### src/rtl/lhs_pkg.sv
// ----------------------------------------------------------------------------
// lhs_pkg
// Shared types and codes for the Latin hypercube point store.
// ----------------------------------------------------------------------------
package lhs_pkg;

    localparam logic [2:0] MODE_ADD_IDX   = 3'd0;
    localparam logic [2:0] MODE_ADD_COORD = 3'd1;
    localparam logic [2:0] MODE_PROBE     = 3'd2;
    localparam logic [2:0] MODE_PAIRWISE  = 3'd3;
    localparam logic [2:0] MODE_CLEAR     = 3'd4;

    localparam logic [1:0] ST_OK    = 2'd0;
    localparam logic [1:0] ST_FULL  = 2'd1;
    localparam logic [1:0] ST_RANGE = 2'd2;

    localparam int FIELD_W = 4;
    localparam int PACK_FIELDS = 4;
    localparam int DIST_W = 10;
    localparam logic [DIST_W-1:0] DIST_SAT = 10'd1023;

    typedef struct packed {
        logic [2:0]  mode;
        logic [15:0] packed_values;
    } t_req;

    typedef struct packed {
        logic [9:0]  distance;
        logic [15:0] resolved_point;
        logic [4:0]  point_count;
        logic [1:0]  status;
    } t_rsp;

    // Distance unit control from the sequencer
    typedef struct packed {
        logic clear;
        logic acc;
        logic fold;
    } t_dist_ctl;

endpackage

### src/rtl/latin_hypercube_maximin_store.sv
// ----------------------------------------------------------------------------
// latin_hypercube_maximin_store
// Latin hypercube point store with maximin distance queries.
// ----------------------------------------------------------------------------
// One request at a time; a single squared-distance unit handles one
// dimension at a time (store read, then accumulate) and then folds each
// point into a running minimum. An add by index reads each dimension's
// remaining-list entry, walks the distance over every stored point, and
// then swap-removes the used entries. An add by coordinates replaces the
// index reads with a search of each list for the value. A probe is an add
// by index without the swap-remove. Pairwise loads each first point from
// the store and then walks the distance over every later point. After
// reset or a clear request the remaining lists are refilled by a sweep
// during which no request is taken. The result waits in an output
// register; a new request is taken once it has been delivered.
module latin_hypercube_maximin_store #(
    parameter int DIMS   = 4,
    parameter int POINTS = 16
) (
    input  logic            i_clk,
    input  logic            i_rst_n,
    input  logic            i_valid,
    output logic            o_ready,
    input  lhs_pkg::t_req   i_req,
    output logic            o_valid,
    input  logic            i_ready,
    output lhs_pkg::t_rsp   o_rsp
);
    localparam int DW = (DIMS > 1) ? $clog2(DIMS) : 1;
    localparam int PW = $clog2(POINTS);
    localparam int CW = $clog2(POINTS + 1);
    localparam int AW = $clog2(DIMS * POINTS);
    localparam int PSA = $clog2(POINTS * DIMS);

    localparam logic [3:0] S_INIT   = 4'd0;
    localparam logic [3:0] S_IDLE   = 4'd1;
    localparam logic [3:0] S_CHECK  = 4'd2;
    localparam logic [3:0] S_RDV    = 4'd3;  // read remaining value
    localparam logic [3:0] S_RDV2   = 4'd4;
    localparam logic [3:0] S_SRCH   = 4'd5;
    localparam logic [3:0] S_SRCH2  = 4'd6;
    localparam logic [3:0] S_DRD    = 4'd7;  // issue store read
    localparam logic [3:0] S_DACC   = 4'd8;
    localparam logic [3:0] S_FOLD   = 4'd9;
    localparam logic [3:0] S_UPD    = 4'd10;
    localparam logic [3:0] S_UPD2   = 4'd11;
    localparam logic [3:0] S_DONE   = 4'd12;

    // remaining lists and point store
    logic [3:0] r_rem [DIMS*POINTS];
    logic [3:0] r_pts [POINTS*DIMS];
    logic [3:0] r_rem_q, r_pts_q;
    logic [CW-1:0] r_cnt [DIMS];

    logic [3:0]    r_state;
    logic [2:0]    r_mode;
    logic [15:0]   r_pv;
    logic [DW-1:0] r_d;
    logic [CW-1:0] r_j;      // search index / point i
    logic [CW-1:0] r_k;      // point j for pairwise
    logic [CW-1:0] r_np;
    logic [AW-1:0] r_init;
    logic [3:0]    r_pt  [DIMS];
    logic [CW-1:0] r_pos [DIMS];
    logic [1:0]    r_stat;
    logic          r_ovalid;
    lhs_pkg::t_rsp r_rsp;
    logic          r_cand;   // pairwise: r_pt holds point r_j

    lhs_pkg::t_dist_ctl w_ctl;
    logic [lhs_pkg::DIST_W-1:0] w_min;
    logic [3:0] w_field;
    logic [3:0] w_b;
    logic [15:0] w_packed;
    logic w_last_d;

    assign w_last_d = (r_d == DW'(DIMS - 1));
    assign w_field = (r_d < DW'(lhs_pkg::PACK_FIELDS) || DIMS <= lhs_pkg::PACK_FIELDS)
                   ? r_pv[{r_d[1:0], 2'b00} +: 4] : 4'd0;

    always_comb begin
        w_packed = '0;
        for (int d = 0; d < DIMS && d < lhs_pkg::PACK_FIELDS; d++) begin
            w_packed[4*d +: 4] = r_pt[d];
        end
    end

    // second operand: candidate coordinate, or point r_j's (pairwise)
    assign w_b = r_pt[r_d];

    lhs_dist u_dist (
        .i_clk   (i_clk),
        .i_rst_n (i_rst_n),
        .i_ctl   (w_ctl),
        .i_a     (r_pts_q),
        .i_b     (w_b),
        .o_min   (w_min)
    );

    // hold the accumulator while a pairwise first point is being loaded
    always_comb begin
        w_ctl = '0;
        w_ctl.clear = (r_state == S_IDLE);
        w_ctl.acc   = (r_state == S_DACC)
                   && !(r_mode == lhs_pkg::MODE_PAIRWISE && !r_cand);
        w_ctl.fold  = (r_state == S_FOLD);
    end

    assign o_ready = (r_state == S_IDLE) && !r_ovalid;
    assign o_valid = r_ovalid;
    assign o_rsp   = r_rsp;

    logic [AW-1:0] w_rem_addr;
    logic [PSA-1:0] w_pts_addr;
    logic [CW-1:0] w_pidx;

    // in pairwise, r_pt holds point r_j once loaded; walk r_k over later points
    assign w_pidx = (r_mode == lhs_pkg::MODE_PAIRWISE && r_cand) ? r_k : r_j;
    assign w_pts_addr = PSA'(w_pidx[PW-1:0] * DIMS + r_d);

    always_ff @(posedge i_clk) begin
        r_pts_q <= r_pts[w_pts_addr];
        r_rem_q <= r_rem[w_rem_addr];
    end

    // index reads address the list straight from the request field
    assign w_rem_addr = (r_state == S_UPD)
                      ? AW'(r_d * POINTS + (r_cnt[r_d] - CW'(1)))
                      : (r_state == S_RDV)
                      ? AW'(r_d * POINTS + int'(w_field))
                      : AW'(r_d * POINTS + r_j[PW-1:0]);

    always_ff @(posedge i_clk) begin
        if (r_state == S_INIT) begin
            r_rem[r_init] <= 4'(r_init % POINTS);
        end else if (r_state == S_UPD2) begin
            r_rem[AW'(r_d * POINTS + r_pos[r_d][PW-1:0])] <= r_rem_q;
        end
        if (r_state == S_UPD2) begin
            r_pts[PSA'(r_np[PW-1:0] * DIMS + r_d)] <= r_pt[r_d];
        end
    end

    always_ff @(posedge i_clk) begin
        if (!i_rst_n) begin
            r_state  <= S_INIT;
            r_init   <= '0;
            r_np     <= '0;
            r_ovalid <= 1'b0;
            r_d      <= '0;
            r_j      <= '0;
            r_k      <= '0;
            r_cand   <= 1'b0;
            for (int d = 0; d < DIMS; d++) r_cnt[d] <= CW'(POINTS);
        end else begin
            if (r_ovalid && i_ready) r_ovalid <= 1'b0;
            case (r_state)
                S_INIT: begin
                    // refill the remaining lists
                    r_init <= r_init + AW'(1);
                    if (r_init == AW'(DIMS * POINTS - 1)) begin
                        r_state <= S_IDLE;
                        r_init  <= '0;
                    end
                end
                S_IDLE: begin
                    if (i_valid && o_ready) begin
                        r_mode <= i_req.mode;
                        r_pv   <= i_req.packed_values;
                        r_d    <= '0;
                        r_j    <= '0;
                        r_k    <= '0;
                        r_cand <= 1'b0;
                        r_stat <= lhs_pkg::ST_OK;
                        r_state <= S_CHECK;
                    end
                end
                S_CHECK: begin
                    case (r_mode)
                        lhs_pkg::MODE_ADD_IDX, lhs_pkg::MODE_ADD_COORD: begin
                            if (r_np >= CW'(POINTS)) begin
                                r_stat  <= lhs_pkg::ST_FULL;
                                r_state <= S_DONE;
                            end else begin
                                r_state <= (r_mode == lhs_pkg::MODE_ADD_IDX) ? S_RDV
                                                                             : S_SRCH;
                            end
                        end
                        lhs_pkg::MODE_PROBE: r_state <= S_RDV;
                        lhs_pkg::MODE_PAIRWISE: begin
                            // load point 0 coords into r_pt via store reads
                            r_j <= '0;
                            r_k <= CW'(1);
                            r_state <= (r_np <= CW'(1)) ? S_DONE : S_DRD;
                        end
                        lhs_pkg::MODE_CLEAR: begin
                            r_np <= '0;
                            for (int d = 0; d < DIMS; d++) r_cnt[d] <= CW'(POINTS);
                            r_state <= S_DONE;
                        end
                        default: begin
                            r_stat  <= lhs_pkg::ST_RANGE;
                            r_state <= S_DONE;
                        end
                    endcase
                end
                S_RDV: begin
                    // index check, then read the list entry
                    if (CW'(w_field) >= r_cnt[r_d]) begin
                        r_stat  <= lhs_pkg::ST_RANGE;
                        r_state <= S_DONE;
                    end else begin
                        r_j     <= CW'(w_field);
                        r_state <= S_RDV2;
                    end
                end
                S_RDV2: begin
                    r_pt[r_d]  <= r_rem_q;
                    r_pos[r_d] <= r_j;
                    if (w_last_d) begin
                        r_d <= '0; r_j <= '0;
                        // empty store: skip the distance walk; a probe is done
                        if (r_np != '0) begin
                            r_state <= S_DRD;
                        end else begin
                            r_state <= (r_mode == lhs_pkg::MODE_PROBE) ? S_DONE : S_UPD;
                        end
                    end else begin
                        r_d <= r_d + DW'(1);
                        r_state <= S_RDV;
                    end
                end
                S_SRCH: begin
                    if (r_j >= r_cnt[r_d]) begin
                        r_stat  <= lhs_pkg::ST_RANGE;
                        r_state <= S_DONE;
                    end else begin
                        r_state <= S_SRCH2;
                    end
                end
                S_SRCH2: begin
                    if (r_rem_q == w_field) begin
                        r_pt[r_d]  <= w_field;
                        r_pos[r_d] <= r_j;
                        r_j <= '0;
                        if (w_last_d) begin
                            r_d <= '0;
                            r_state <= (r_np == '0) ? S_UPD : S_DRD;
                        end else begin
                            r_d <= r_d + DW'(1);
                            r_state <= S_SRCH;
                        end
                    end else begin
                        r_j <= r_j + CW'(1);
                        r_state <= S_SRCH;
                    end
                end
                S_DRD: r_state <= S_DACC;
                S_DACC: begin
                    if (r_mode == lhs_pkg::MODE_PAIRWISE && !r_cand) begin
                        // loading point r_j into r_pt; no accumulate wanted
                        r_pt[r_d] <= r_pts_q;
                    end
                    if (w_last_d) begin
                        r_d <= '0;
                        if (r_mode == lhs_pkg::MODE_PAIRWISE && !r_cand) begin
                            r_cand  <= 1'b1;
                            r_state <= S_DRD;
                        end else begin
                            r_state <= S_FOLD;
                        end
                    end else begin
                        r_d <= r_d + DW'(1);
                        r_state <= S_DRD;
                    end
                end
                S_FOLD: begin
                    if (r_mode == lhs_pkg::MODE_PAIRWISE) begin
                        if (r_k + CW'(1) < r_np) begin
                            r_k <= r_k + CW'(1);
                            r_state <= S_DRD;
                        end else if (r_j + CW'(2) < r_np) begin
                            r_j <= r_j + CW'(1);
                            r_k <= r_j + CW'(2);
                            r_cand <= 1'b0;
                            r_state <= S_DRD;
                        end else begin
                            r_state <= S_DONE;
                        end
                    end else if (r_j + CW'(1) < r_np) begin
                        r_j <= r_j + CW'(1);
                        r_state <= S_DRD;
                    end else begin
                        r_d <= '0;
                        r_state <= (r_mode == lhs_pkg::MODE_PROBE) ? S_DONE : S_UPD;
                    end
                end
                S_UPD: r_state <= S_UPD2;
                S_UPD2: begin
                    // swap-remove: move last entry into the used slot
                    r_cnt[r_d] <= r_cnt[r_d] - CW'(1);
                    if (w_last_d) begin
                        r_np <= r_np + CW'(1);
                        r_state <= S_DONE;
                    end else begin
                        r_d <= r_d + DW'(1);
                        r_state <= S_UPD;
                    end
                end
                S_DONE: begin
                    r_ovalid <= 1'b1;
                    r_rsp.status <= r_stat;
                    r_rsp.point_count <= r_np;
                    r_rsp.resolved_point <= '0;
                    r_rsp.distance <= '0;
                    if (r_stat == lhs_pkg::ST_OK) begin
                        case (r_mode)
                            lhs_pkg::MODE_ADD_IDX, lhs_pkg::MODE_ADD_COORD,
                            lhs_pkg::MODE_PROBE: begin
                                r_rsp.resolved_point <= w_packed;
                                r_rsp.distance <= w_min;
                            end
                            lhs_pkg::MODE_PAIRWISE: r_rsp.distance <= w_min;
                            default: ;
                        endcase
                    end
                    r_state <= (r_mode == lhs_pkg::MODE_CLEAR && r_stat == lhs_pkg::ST_OK)
                             ? S_INIT : S_IDLE;
                end
                default: r_state <= S_IDLE;
            endcase
        end
    end

    // assertions
    a_busy_not_ready: assert property (@(posedge i_clk) disable iff (!i_rst_n)
        (r_state != S_IDLE) |-> !o_ready) else $error("ready while busy");
    a_count_range: assert property (@(posedge i_clk) disable iff (!i_rst_n)
        r_np <= CW'(POINTS)) else $error("point count overflow");
    a_out_hold: assert property (@(posedge i_clk) disable iff (!i_rst_n)
        (o_valid && !i_ready) |=> o_valid) else $error("result dropped");
    a_done_valid: assert property (@(posedge i_clk) disable iff (!i_rst_n)
        (r_state == S_DONE) |=> o_valid) else $error("no result after done");
endmodule

### src/rtl/lhs_dist.sv
// ----------------------------------------------------------------------------
// lhs_dist
// Shared squared-distance unit: one dimension per cycle while acc is set,
// then fold into a running minimum.
// ----------------------------------------------------------------------------
module lhs_dist (
    input  logic                  i_clk,
    input  logic                  i_rst_n,
    input  lhs_pkg::t_dist_ctl    i_ctl,
    input  logic [3:0]            i_a,
    input  logic [3:0]            i_b,
    output logic [lhs_pkg::DIST_W-1:0] o_min
);
    logic [3:0]  w_diff;
    logic [7:0]  w_sq;
    logic [10:0] r_sum;
    logic [10:0] n_sum;
    logic [10:0] r_min;
    logic        r_any;

    assign w_diff = (i_a > i_b) ? (i_a - i_b) : (i_b - i_a);
    assign w_sq   = w_diff * w_diff;
    assign n_sum  = r_sum + {3'b0, w_sq};

    always_ff @(posedge i_clk) begin
        if (!i_rst_n) begin
            r_sum <= '0;
            r_min <= '0;
            r_any <= 1'b0;
        end else if (i_ctl.clear) begin
            r_sum <= '0;
            r_min <= '0;
            r_any <= 1'b0;
        end else if (i_ctl.acc) begin
            r_sum <= n_sum;
        end else if (i_ctl.fold) begin
            if (!r_any || r_sum < r_min) begin
                r_min <= r_sum;
            end
            r_any <= 1'b1;
            r_sum <= '0;
        end
    end

    assign o_min = (r_min > {1'b0, lhs_pkg::DIST_SAT}) ? lhs_pkg::DIST_SAT
                                                       : r_min[lhs_pkg::DIST_W-1:0];
endmodule

### config.mk
export PLATFORM = sky130hd
export DESIGN_NAME = latin_hypercube_maximin_store
export DESIGN_NICKNAME = d
export VERILOG_FILES = /design/src/rtl/lhs_pkg.sv /design/src/rtl/latin_hypercube_maximin_store.sv /design/src/rtl/lhs_dist.sv
export SDC_FILE = /design/constraint.sdc
export NUM_CORES = 1
export LEC_CHECK = 0
export ABC_AREA = 1
export ABC_CLOCK_PERIOD_IN_PS = 8800
export BUFFER_PORTS_ARGS = -buffer_cell sky130_fd_sc_hd__buf_2
export CORE_ASPECT_RATIO = 1.5
export CORE_MARGIN = 2
export CORE_UTILIZATION = 33
export DETAILED_ROUTE_END_ITERATION = 8
export GPL_TIMING_DRIVEN = 0
export SYNTH_ARGS = -nofsm -noshare
export SYNTH_HDL_FRONTEND = slang
export SYNTH_SLANG_ARGS = --single-unit
### constraint.sdc
create_clock -name i_clk -period 8.8 [get_ports i_clk]
set_input_delay 1.76 -clock i_clk [delete_from_list [all_inputs] [get_ports i_clk]]
set_output_delay 1.76 -clock i_clk [all_outputs]
set_load 0.01 [all_outputs]
==> results of run 1 <==
## through the flow
step | cell area (um^2) | utilization (%) | std cells | worst slack, ns
6_report | 35500 | 38.2 | 4372 | 2.39
5_1_grt | 35500 | 38.2 | 4371 | 1.64
4_1_cts | 35500 | 38.2 | 4371 | 2.32
3_5_place_dp | 33400 | 35.9 | 4257 | 2.39
3_3_place_gp | 32800 | 35.3 | 4239 | -2.15
2_1_floorplan | 31000 | - | 2931 | 1.70
## critical path, stage by stage (launching register included)
cell     delay [ns]
dfxtp_1        0.39
buf_2          0.23
buf_1          0.46
buf_1          0.38
nand2_1        0.15
a32oi_4        0.68
inv_1          0.19
fa_1           0.46
nand2_1        0.07
a21oi_1        0.06
o21ai_0        0.45
mux2_2         0.41
xor2_1         0.23
inv_1          0.13
nand2_1        0.09
nor2_1         0.06
fa_1           0.42
ha_1           0.36
a21oi_1        0.14
nand2_1        0.10
nand2_1        0.07
nand2_1        0.05
a21oi_1        0.16
nor2_1         0.08
o21ai_0        0.16
nand2_1        0.10
a22oi_1        0.15
nor2_1         0.05
## registers in the layout, summed over array words and instances, names as in the netlist, 5 cells and up, named ones only
| register | count |
|---|---|
| o_rsp | 33 |
| r_k | 5 |
| u_dist.r_min | 11 |
| r_j | 5 |
| r_np | 5 |
| r_pt | 16 |
| r_init | 6 |
| r_cnt | 20 |
| r_pos | 16 |
| r_pv | 16 |
| r_pts | 256 |
| r_rem | 256 |
| u_dist.r_sum | 11 |
## power by group
| group | total (W) | internal (W) | switching [W] | leakage, nW |
|---|---|---|---|---|
| clock network | 0.00293 | 0.00169 | 0.00124 | 1.04 |
| registers | 0.00352 | 0.00351 | 0.00000908 | 6.19 |
| logic | 0.000119 | 0.0000333 | 0.0000858 | 5.92 |
| total | 0.00657 | 0.00523 | 0.00134 | 13.1 |
## path summary, 6_finish.rpt
| kind | endpoint | slack, ns | cells past startpoint |
|---|---|---|---|
| min | o_rsp[0]$_DFFE_PP_ | 0.44 | 0 |
| max | u_dist.r_sum[9]$_SDFFE_PP0P_ | 2.39 | 27 |
| max reg2reg | u_dist.r_sum[9]$_SDFFE_PP0P_ | 2.39 | 27 |
| min reg2reg | o_rsp[0]$_DFFE_PP_ | 0.44 | 0 |
## cell type report
cell class | instances | area share [%]
multi-input combinational | 1818 | 27.0
clock buffer | 78 | 4.47
timing repair buffer | 75 | 1.99
buffer | 134 | 1.64
inverter | 299 | 3.16
sequential | 680 | 55.7
antenna | 1 | 0.00704
clock inverter | 36 | 1.62
tap | 1251 | 4.41
## cell usage in the layout (no fill, tap or decap), types with 5 or more instances in the layout
cell	n
xnor2_1	6
clkbuf_16	60
buf_1	12
o21ai_0	190
dfxtp_1	62
a21oi_1	102
clkinv_2	5
xor2_1	15
ha_1	70
clkbuf_1	79
nand2_1	435
bufinv_16	14
buf_16	8
inv_1	284
nand3_1	347
nand3b_1	76
clkinv_1	18
nor2_1	378
inv_2	9
nor3_1	9
buf_2	113
nand2_2	5
edfxtp_1	618
o22ai_1	34
o221ai_1	32
o211ai_1	39
fa_1	6
nand4_1	7
buf_12	10
## logic make-up after synthesis
kind of cell / count (synthesis) / share of synthesized area [%]
AND/OR/NAND/NOR: 1271 / 18.0
flip-flops: 680 / 64.0
AO/OA/AOI/OAI: 448 / 8.59
buffers and inverters: 433 / 5.51
adder cells (fa/ha/maj): 76 / 3.22
XOR/XNOR: 21 / 0.594
multiplexers: 2 / 0.0728
## per-layer routing
layer / up-vias / part of all wire, % / global-route usage, %
met3: 333 / 5.8 / 2.77
met4: 2 / 7.4 / 13.6
met1: 11100 / 34 / 22.2
li1: 10600 / - / -
met5: - / 0.011 / 0
met2: 974 / 52 / 39.1
==> impl_metrics.py, run 1 <==
metrics = {
    "status": {
        "status": "complete, no violations",
    },
    "timing": {
        "holdWs_ns": 0.440,
        "hold_viol_final": 0,
        "finClkSkew_ns": 0.0656,
        "tightest_slew_ns": 1.26,
        "setup_viol": 0,
        "fin_tns_setup_ns": 0,
        "finalCriticalPeriod_ns": 6.41,
        "rsz0062_at_grt": "no",
        "relSlewSlack_pct": 15.8,
        "finalCritPeriodShare_pct": 72.9,
        "max_freq_ghz": 0.156,
        "drv_slew": 0,
    },
    "synthesis": {
        "syn-num-nets": 3030,
        "synth_cell_type_count": 53,
        "yosys_warnings": 0,
        "synth_top_area_share_pct": 60.0,
        "synthFlopType": "edfxtp_1",
        "synthArstFlopShare_pct": 0,
        "yosys_register_bits": 680,
        "avgSynthCellArea_um2": 10.6,
        "synth_enable_flop_cells": 618,
        "syn-cell-area_um2": 31000,
        "synth_commonest_cells": "618 x edfxtp_1, 435 x nand2_1, 380 x nor2_1",
        "synth_seq_area_share_pct": 64.0,
        "synthTopCellsByArea": "edfxtp_1 60%, nand3_1 5.6%, nand2_1 5.3%",
        "yosys.area.top_type": "edfxtp_1",
        "syn_inst": 2931,
        "yosysMostFrequentCell": "edfxtp_1",
    },
    "clock_network": {
        "clkTransAtPathRegs_ns": 0.07,
        "cts_tree": "yes",
        "cts-hold-fix-buffers": 0,
        "post_cts_buffers": 0,
        "cts-buffers-inserted": 60,
        "cts_buffer_depth": 3,
        "clk_latency_ns": 0.70,
        "ctsResizeCount": 0,
        "root_buffer": "clkbuf_16",
        "numClockSinks": 680,
        "h-tree-depth": 2,
    },
    "layout": {
        "regArea_um2": 19800,
        "nets": 3167,
        "drive_above_1_share_pct": 8.33,
        "area_delta_synth_final_pct": 14.8,
        "multi_input_area_um2": 9580,
        "fillerInstances": 9342,
    },
    "detailed_routing": {
        "wl_mm": 102,
        "via_per_inst": 5.26,
        "post-route-drc-count": 0,
        "wl_per_cell_um": 23.3,
        "firstDrtPassIters": 5,
        "first_iter_violations": 2044,
        "vias": 23000,
        "ant_nets": 0,
    },
    "global_route": {
        "grt_max_degree": 34,
        "grt_pass1_wl_mm": 148,
        "grt-ovfl-total": 0,
        "antenna_found_initial": 1,
        "grt_usage_pct": 21.1,
        "grt_pass1_vias": 23100,
    },
    "job": {
        "cap_violations": 0,
    },
    "pwr": {
        "power_w": 0.00657,
        "irDropWorstVdd_mv": 0.220,
        "p_per_area_nw_per_um2": 185,
        "leakage_nw": 13.1,
    },
    "floorplan": {
        "die_h_um": 379,
        "start_util_pct": 33.3,
        "rows": 137,
        "dieArea_um2": 96300,
        "fp.coreArea_um2": 92900,
        "ioPinCount": 58,
        "fp.dieW_um": 254,
    },
    "placed_design": {
        "dp_hpwl_mm": 73.9,
        "port-buffer-count": 57,
        "place_congestion": 0.989,
    },
    "setup_path": {
        "cp_max_fo": 13,
        "crit_path_end_kind": "flip-flop",
        "cp-start-kind": "flip-flop",
        "crit_arrival_ns": 6.95,
        "worstSetupPathType": "flip-flop to flip-flop",
        "crit_required_ns": 9.33,
    },
    "hold_path": {
        "hold_path.class": "flip-flop to flip-flop",
        "hp-start": "r_stat[0]$_DFFE_PP_",
    },
}
Power figures use the tool's default switching activity.
==> run 2: changes to the inputs <==
--- a/config.mk
+++ b/config.mk
@@ -6,7 +6,7 @@
 export NUM_CORES = 1
 export LEC_CHECK = 0
 export ABC_AREA = 1
-export ABC_CLOCK_PERIOD_IN_PS = 8800
+export ABC_CLOCK_PERIOD_IN_PS = 6650
 export BUFFER_PORTS_ARGS = -buffer_cell sky130_fd_sc_hd__buf_2
 export CORE_ASPECT_RATIO = 1.5
 export CORE_MARGIN = 2
==> constraint.sdc (replaced) <==
create_clock -name i_clk -period 6.65 [get_ports i_clk]
set_input_delay 1.33 -clock i_clk [delete_from_list [all_inputs] [get_ports i_clk]]
set_output_delay 1.33 -clock i_clk [all_outputs]
set_load 0.01 [all_outputs]
==> impl_metrics.py, run 2 (same netlist as run 1, synthesis figures left out) <==
metrics = {
    "layout": {
        "layout_commonest_cell": "edfxtp_1",
        "area_delta_synth_final_pct": 14.5,
        "fillerInstances": 9263,
        "fin_cells": 4376,
        "layout_common_cells": "618 x edfxtp_1, 435 x nand2_1, 378 x nor2_1",
        "nets": 3173,
        "drive_above_1_share_pct": 8.74,
    },
    "placed_design": {
        "port-buffer-count": 57,
        "dpl.cell_count": 4258,
        "place_congestion": 1.05,
        "dp_hpwl_mm": 73.2,
        "dp_slack_ns": 0.337,
    },
    "setup_path": {
        "crit_path_end_kind": "flip-flop",
        "crit_top_cell": "nand2_1",
        "cp-start-kind": "flip-flop",
        "cpMaxStageDelayCell": "clkbuf_1",
        "r2r_slack_ns": 0.58,
        "worstSetupPathDepth": 28,
        "worstSetupPathType": "flip-flop to flip-flop",
        "path_buf_inv": 5,
        "setup.worst_path.end": "u_dist.r_sum[9]$_SDFFE_PP0P_",
        "crit_arrival_ns": 6.59,
        "crit_required_ns": 7.17,
        "r2r_end": "u_dist.r_sum[9]$_SDFFE_PP0P_",
        "reg2reg_depth": 28,
        "cp_max_fo": 10,
        "max_stage_delay_ns": 0.60,
        "critical-path-top-delay-family": "compound AO/OA/AOI/OAI gates",
    },
    "pwr": {
        "p_per_area_nw_per_um2": 239,
        "irDropWorstVdd_mv": 0.269,
        "leakage_nw": 13.1,
    },
    "timing": {
        "hold_viol_final": 0,
        "finalCritPeriodShare_pct": 91.3,
        "tightest_slew_ns": 1.17,
        "rsz0062_at_grt": "no",
        "setup_viol": 0,
        "finalCriticalPeriod_ns": 6.07,
        "fin_ws_ns": 0.580,
        "finClkSkew_ns": 0.0229,
        "drv_slew": 0,
        "max_freq_ghz": 0.165,
        "relSlewSlack_pct": 22.2,
    },
    "floorplan": {
        "ioPinCount": 58,
        "dieArea_um2": 96300,
        "start_util_pct": 33.3,
        "fp.coreArea_um2": 92900,
        "rows": 137,
        "fp.dieW_um": 254,
        "die_h_um": 379,
    },
    "status": {
        "status": "complete, no violations",
    },
    "clock_network": {
        "cts_buffer_depth": 3,
        "cts-hold-fix-buffers": 0,
        "cts_tree": "yes",
        "post_cts_buffers": 0,
        "clkTransAtPathRegs_ns": 0.06,
        "ctsResizeCount": 0,
        "root_buffer": "clkbuf_16",
        "clk_latency_ns": 0.65,
        "cts-buffers-inserted": 66,
        "h-tree-depth": 3,
        "numClockSinks": 680,
    },
    "global_route": {
        "grt_pass1_vias": 22900,
        "grt_pass1_wl_mm": 147,
        "antenna_found_initial": 1,
        "grt-ovfl-total": 0,
        "grt_usage_pct": 21.1,
        "grt_max_degree": 32,
    },
    "detailed_routing": {
        "first_iter_violations": 2309,
        "wl_mm": 102,
        "wl_per_cell_um": 23.3,
        "vias": 23100,
        "firstDrtPassIters": 7,
        "ant_nets": 0,
        "post-route-drc-count": 0,
        "via_per_inst": 5.29,
    },
    "hold_path": {
        "hold_path.class": "flip-flop to flip-flop",
    },
    "job": {
        "cap_violations": 0,
    },
}
## run 2: worst min path at each step
stage / start / endpoint / slack [ns] / depth (start not counted)
after floorplan: r_stat[1]$_DFFE_PP_ / o_rsp[1]$_DFFE_PP_ / 0.43 / 0
after global placement: r_stat[1]$_DFFE_PP_ / o_rsp[1]$_DFFE_PP_ / 0.45 / 0
after detailed placement: r_stat[1]$_DFFE_PP_ / o_rsp[1]$_DFFE_PP_ / 0.44 / 0
after CTS: r_stat[1]$_DFFE_PP_ / o_rsp[1]$_DFFE_PP_ / 0.44 / 0
after global routing: r_stat[1]$_DFFE_PP_ / o_rsp[1]$_DFFE_PP_ / 0.45 / 0
final: r_stat[1]$_DFFE_PP_ / o_rsp[1]$_DFFE_PP_ / 0.45 / 0
## run 2: layout make-up
| cell class | instances | area [um^2] | area share, % |
|---|---|---|---|
| Clock buffer | 92 | 1850 | 5.22 |
| Timing Repair Buffer | 76 | 756 | 2.13 |
| Antenna cell | 1 | 2.50 | 0.00706 |
| Multi-Input combinational cell | 1818 | 9580 | 27.0 |
| Clock inverter | 26 | 203 | 0.572 |
| Buffer | 133 | 581 | 1.64 |
| Sequential cell | 680 | 19800 | 55.8 |
| Inverter | 299 | 1120 | 3.17 |
| Tap cell | 1251 | 1570 | 4.41 |
## run 2: power breakdown
group / switching, W / leakage, nW / internal [W]
Combinational: 0.000115 / 5.94 / 0.0000449
Clock: 0.00166 / 1.01 / 0.00201
Sequential: 0.0000134 / 6.19 / 0.00465
## run 2: routing by layer
metal,track usage (%),vias up,wire length (um)
li1,-,10600,-
met1,22.5,11200,35000
met2,39.1,1025,53300
met3,2.85,327,6710
met4,12.8,2,6820
met5,0,-,12
## run 2: worst register-to-register path, delay by kind of cell (launching register included)
| family | cells | cell delay [ns] |
|---|---|---|
| compound gates | 8 | 1.79 |
| xor+xnor | 1 | 0.21 |
| fa+ha+maj | 4 | 1.41 |
| buf+inv | 5 | 1.21 |
| flops | 1 | 0.29 |
| mux | 1 | 0.40 |
| simple gates | 9 | 0.65 |
## run 2: metrics by stage
stage	cell area [um^2]	hold slack (ns)	TNS (ns)	total power (W)	utilization, %
2_1_floorplan	31000	0.427	0	0.00483	-
3_3_place_gp	32800	0.445	-521.95	0.00490	35.3
3_5_place_dp	33400	0.444	0	0.00491	36.0
4_1_cts	35500	0.444	0	0.00852	38.2
5_1_grt	35500	0.448	0	0.00868	38.2
6_report	35500	0.447	0	0.00849	38.2
